File: src/rtl/core/rau_divider.sv
`timescale 1ns / 1ps
// ----------------------------------------------------------------------------
// rau_divider
// restoring divider, one quotient bit per cycle, quotient and remainder
// ----------------------------------------------------------------------------
module rau_divider #(
	parameter int W = 32
) (
	input  logic         clk,
	input  logic         arst_n,
	input  logic         start,
	input  logic [W-1:0] dividend,
	input  logic [W-1:0] divisor,
	output logic         done,
	output logic [W-1:0] quot,
	output logic [W-1:0] rem
);
	localparam int CW = $clog2(W + 1);
	logic [CW-1:0] cnt_q;
	logic          busy_q;
	logic [W-1:0]  q_q, r_q, d_q;
	logic [W:0]    trial;

	assign trial = {r_q, q_q[W-1]} - {1'b0, d_q};

	always_ff @(posedge clk or negedge arst_n) begin
		if (!arst_n) begin
			busy_q <= 1'b0;
			cnt_q  <= '0;
			done   <= 1'b0;
		end else begin
			done <= 1'b0;
			if (start) begin
				busy_q <= 1'b1;
				cnt_q  <= CW'(W);
			end else if (busy_q) begin
				cnt_q <= cnt_q - 1'b1;
				if (cnt_q == CW'(1)) begin
					busy_q <= 1'b0;
					done   <= 1'b1;
				end
			end
		end
	end

	always_ff @(posedge clk) begin
		if (start) begin
			q_q <= dividend;
			r_q <= '0;
			d_q <= divisor;
		end else if (busy_q) begin
			if (!trial[W]) begin
				r_q <= trial[W-1:0];
				q_q <= {q_q[W-2:0], 1'b1};
			end else begin
				r_q <= {r_q[W-2:0], q_q[W-1]};
				q_q <= {q_q[W-2:0], 1'b0};
			end
		end
	end

	assign quot = q_q;
	assign rem  = r_q;
endmodule

File: config.mk
export PLATFORM = sky130hd
export DESIGN_NAME = rau_divider
export DESIGN_NICKNAME = d
export VERILOG_FILES = /design/src/rtl/core/rau_divider.sv
export SDC_FILE = /design/constraint.sdc
export NUM_CORES = 1
export LEC_CHECK = 0
export BUFFER_PORTS_ARGS = -buffer_cell sky130_fd_sc_hd__buf_2
export CORE_ASPECT_RATIO = 2
export CORE_MARGIN = 5
export CORE_UTILIZATION = 50
export DETAILED_ROUTE_END_ITERATION = 7
export GPL_ROUTABILITY_DRIVEN = 0
export PLACE_DENSITY = 0.74
export SETUP_SLACK_MARGIN = 0.05
export SYNTH_ARGS = -nofsm -noshare
export SYNTH_HDL_FRONTEND = slang
export SYNTH_SLANG_ARGS = --single-unit
File: constraint.sdc
create_clock -name clk -period 5.69 [get_ports clk]
set_input_delay 0.2845 -clock clk [delete_from_list [all_inputs] [get_ports clk]]
set_output_delay 0.2845 -clock clk [all_outputs]
set_load 0.01 [all_outputs]
After elaboration in Yosys (flattened, before gate mapping)
Cells that the tools add are included.
{ "word_totals": {"word_cells": 22, "register_bits": 104, "mem_count": 0, "input_bits": 67, "out_inout_bits": 65, "latchBits": 0, "ram_bits": 0, "rom_bits": 0} }
{ "op_classes": {"n_mux": 12, "bitwise": 0, "addsub": 2, "shifts": 0, "n_lt_le_gt_ge": 0, "n_eq_ne": 1, "reduce_logical": 1, "n_mul": 0, "div_mod_pow": 0} }
{ "op_table": {"columns": ["operator", "count"], "rows": [
  ["two-way mux 32 bit", 3],
  ["subtractor 33 x 32 -> 33 bit", 1],
  ["two-way mux 6 bit", 2],
  ["two-way mux 1 bit", 7],
  ["equality test 6 x 1 -> 1 bit (second input constant)", 1],
  ["subtractor 6 x 1 -> 6 bit (second input constant)", 1],
  ["nonzero test 2 bit", 1]
]} }

Depth between registers and ports, before layout
{ "depth": {"word_depth": 4, "mapped_depth": 13, "ltp_nobuf": 12} }

Least setup slack after synthesis
Ideal clock, no wire load.
{ "synth_timing": {"path_type": "reg2reg", "start": "register q_q[31] (netlist: quot[31])", "end": "register r_q[27] (netlist: rem[27])", "setup_slack_ns": 2.679, "setup_ns": 0.116, "arrival_time_ns": 2.895, "path_stages_with_launch": 14, "n_path_buf": 1, "path_cell_list": "edfxtp_1 inv_1 ha_1 fa_1 or2b_1 a21o_1 a21oi_2 o21ai_2 a31oi_4 a41oi_4 xnor2_4 buf_6 o31ai_1 a31o_2"} }
{ "synth_between": {"elab_chain_cells": 2} }
{ "synth_rtl": {"columns": ["item", "line_no", "text"], "rows": [
  ["from (decl)", "21", "logic [W-1:0] q_q, r_q, d_q;"],
  ["from (signal assigned)", "48", "q_q <= dividend;"],
  ["from (signal assigned)", "54", "q_q <= {q_q[W-2:0], 1'b1};"],
  ["from (signal assigned)", "57", "q_q <= {q_q[W-2:0], 1'b0};"],
  ["subtractor 33 x 32 -> 33 bit", "24", "assign trial = {r_q, q_q[W-1]} - {1'b0, d_q};"],
  ["two-way mux 32 bit", "52", "if (!trial[W]) begin"],
  ["to (signal assigned)", "53", "r_q <= trial[W-1:0];"],
  ["to (signal assigned)", "56", "r_q <= {r_q[W-2:0], q_q[W-1]};"],
  ["to (decl)", "21", null]
]} }
No other way between the ends.
A chain may end at the register's enable or synchronous reset.

Worst setup path in the final report
{ "layout_timing": {"start": "register q_q[31] (netlist: quot[31])", "end": "register r_q[26] (netlist: rem[26])"} }
The elaborated chain is that of the path after synthesis.

==> results_dict.tcl <==
set metrics [dict create \
    yosysWarnings 0 \
    clk_pin_slew_worst_paths_ns 0.08 \
    wl_um 14300 \
    setup_tns_ns 0 \
    path_cells "inv_1 -> ha_1 -> fa_1 -> or2b_1 -> a21o_1 -> a21oi_2 -> o21ai_2 -> a31oi_4 -> a41oi_4 -> xnor2_4 -> buf_4 -> mux2i_1 -> a211oi_1" \
    synthDistinctLibCells 56 \
    tightest_slew_ns 1.18 \
    relSlewSlack_pct 21.4 \
    cts_tree "built" \
    pre_cts_ws_ns 1.88 \
    place_hpwl_um 10900 \
    synth_cells 569 \
    ys_seq_area_share_pct 46.3 \
    status "finished, final reports clean" \
    finClkSkew_ns 0.0133 \
    final_cell_mix "buf_2 (130), edfxtp_1 (64), inv_1 (47), nor2_1 (46), nand2_1 (42)" \
    instances_no_fill 841 \
    max_stage_delay_ns 0.63 \
    finalSetupViolCount 0 \
    die_h_um 165 \
    period_share_pct 66.7 \
    grt_max_degree 68 \
    num_rows 56 \
    clock.fmax_ghz 0.264 \
    dpl.cell_count 824 \
    drc 0 \
    vias 4715 \
    synth_nets 671 \
    ys_ff_latch 104 \
    antenna_found_initial 0 \
    grt_pass1_vias 5088 \
    maxCapViolCount 0 \
    ys_dominant_reg_cell "edfxtp_1" \
    crit_required_ns 5.94 \
    synth_area_um2 5970 \
    critPathBufInv 2 \
    p_total_w 0.00348 \
    post_cts_resized 0 \
    synth.area.top_cells "edfxtp_1 (32%), dfxtp_1 (11%), ha_1 (7.1%), mux2_2 (5.8%), mux2i_1 (4.9%)" \
    async_reset_ff_share_pct 7.69 \
    cpLargestDelayFamily "compound AO/OA/AOI/OAI gates" \
    gr-usage-all-layers_pct 20.6 \
    final_common_cell "buf_2" \
    drive_gt1_share_pct 27.4 \
    post_cts_buffers 0 \
    slowest_stage "xnor2_4" \
    setup_slack_ns 1.90 \
    criticalPathCategory "reg -> reg" \
    insertedDiodeCount 0 \
    area_delta_synth_final_pct 17.8 \
    cts_buffers 9 \
    nets 793 \
    synth_edf_count 64 \
    leakage_nw 3.26 \
    dieArea_um2 14400 \
    cts_buffer_depth 2 \
    arrival_ns 4.04 \
    ant_nets 0 \
    avgViaCountPerCell 5.61 \
    cp-start-kind "register" \
    numPortBuffers 131 \
    cts_root_buf "clkbuf_16" \
    drt-pass1-iter-count 4 \
    htreeDepth 3 \
    synth_largest_area_cell "edfxtp_1" \
    hold_viol 0 \
    synth_area_per_cell_um2 10.5 \
    drt_iter0_markers 223 \
    finish.utilization_pct 60.1 \
    cts.sinks 104 \
    cellPowerDensity_nw_per_um2 494 \
    final_max_slew_viol_count 0 \
    core_um2 11700 \
    io_pins 132 \
    peakVddDrop_uv 253 \
    die_w_um 87.3 \
    layout_min_cycle_time_ns 3.79 \
    endpoint_kind "register" \
    synth_top_area_share_pct 32.2 \
    worstPathMaxFanout 18 \
    grt_overflow 0 \
    wire_per_inst_um 17.0 \
    worstSkewPairLatency_ns 0.35 \
    grt_setup_unrepaired "no" \
    initial_core_util_pct 51.0 \
    hold_path.class "in -> reg" \
    grt_first_pass_wirelength_um 23500 \
]
-- registers in the layout, indices dropped and copies added, names as in the netlist --
name,count
busy_q,1
cnt_q,6
d_q,32
done,1
quot,32
rem,32
-- synthesized netlist by cell type, drive strengths merged (4+ instances only) --
library cell  instances
o211ai                4
o21ai                21
nand2b                6
dfrtp                 8
inv                  47
mux2i                29
buf                   7
a211oi               24
ha                   34
xor2                 12
dfxtp                32
and3                  4
nand4                 5
a31o                  4
a21o                 19
nand3                 5
nor2                 46
clkbuf               17
xnor2                22
nor3                  6
nand2                42
edfxtp               64
a21oi                38
mux2                 31
a31oi                 5
-- routing by layer --
layer / track usage [%] / part of all wire [%] / up-vias / wire (um)
li1: - / - / 2303 / -
met1: 20.9 / 36 / 2230 / 5080
met2: 38.2 / 55 / 143 / 7870
met3: 4.29 / 5.5 / 39 / 787
met4: 10.5 / 3.9 / 0 / 559
met5: 0 / 0 / - / 0
-- power by group --
group / switching [W] / internal, W / leakage, nW
logic: 0.000946 / 0.000746 / 2.10
clock network: 0.000310 / 0.000314 / 0.146
registers: 0.000170 / 0.000990 / 1.01
-- cell families after synthesis --
kind of cell | after synthesis | synth area share, %
muxes | 60 | 10.7
xor gates and xnor gates | 34 | 5.30
AOI/OAI and AO/OA | 136 | 15.5
buffers and inverters | 71 | 4.90
DFF | 104 | 46.3
adders and majority gates | 35 | 7.46
and+or+nand+nor | 129 | 9.83
-- metrics by stage --
stage	hold WS (ns)	instance area, um2
final	0.0979	7030
after global routing	0.0908	7030
after CTS	0.0922	7030
after detailed placement	0.135	6720
after global placement	0.133	6720
after floorplan	-0.0111	5970
-- area by class of cell --
type	instances	area, um2
Timing Repair Buffer	135	691
Inverter	47	176
Tap cell	145	181
Clock buffer	9	225
Multi-Input combinational cell	394	2920
Clock inverter	7	80.1
Fill cell	968	4670
Sequential cell	104	2760
-- final timing paths --
kind	from	endpoint	slack [ns]	cells after the start
max	quot[31]	rem[26]	1.90	13
min	divisor[13]	d_q[13]	0.1	1
max reg2reg	quot[31]	rem[26]	1.90	13
min reg2reg	rem[9]	rem[9]	0.52	2
max in group asynchronous	arst_n	cnt_q[5]	5.21	2
min in group asynchronous	arst_n	cnt_q[1]	0.31	2
-- what timing repair did --
action | in CTS | in global routing
endpoints found under the setup margin | 0 | 0
hold endpoints to repair | 8 | 0
hold buffers | 1 | 0
Note: power is estimated with default switching activity, not from simulation.
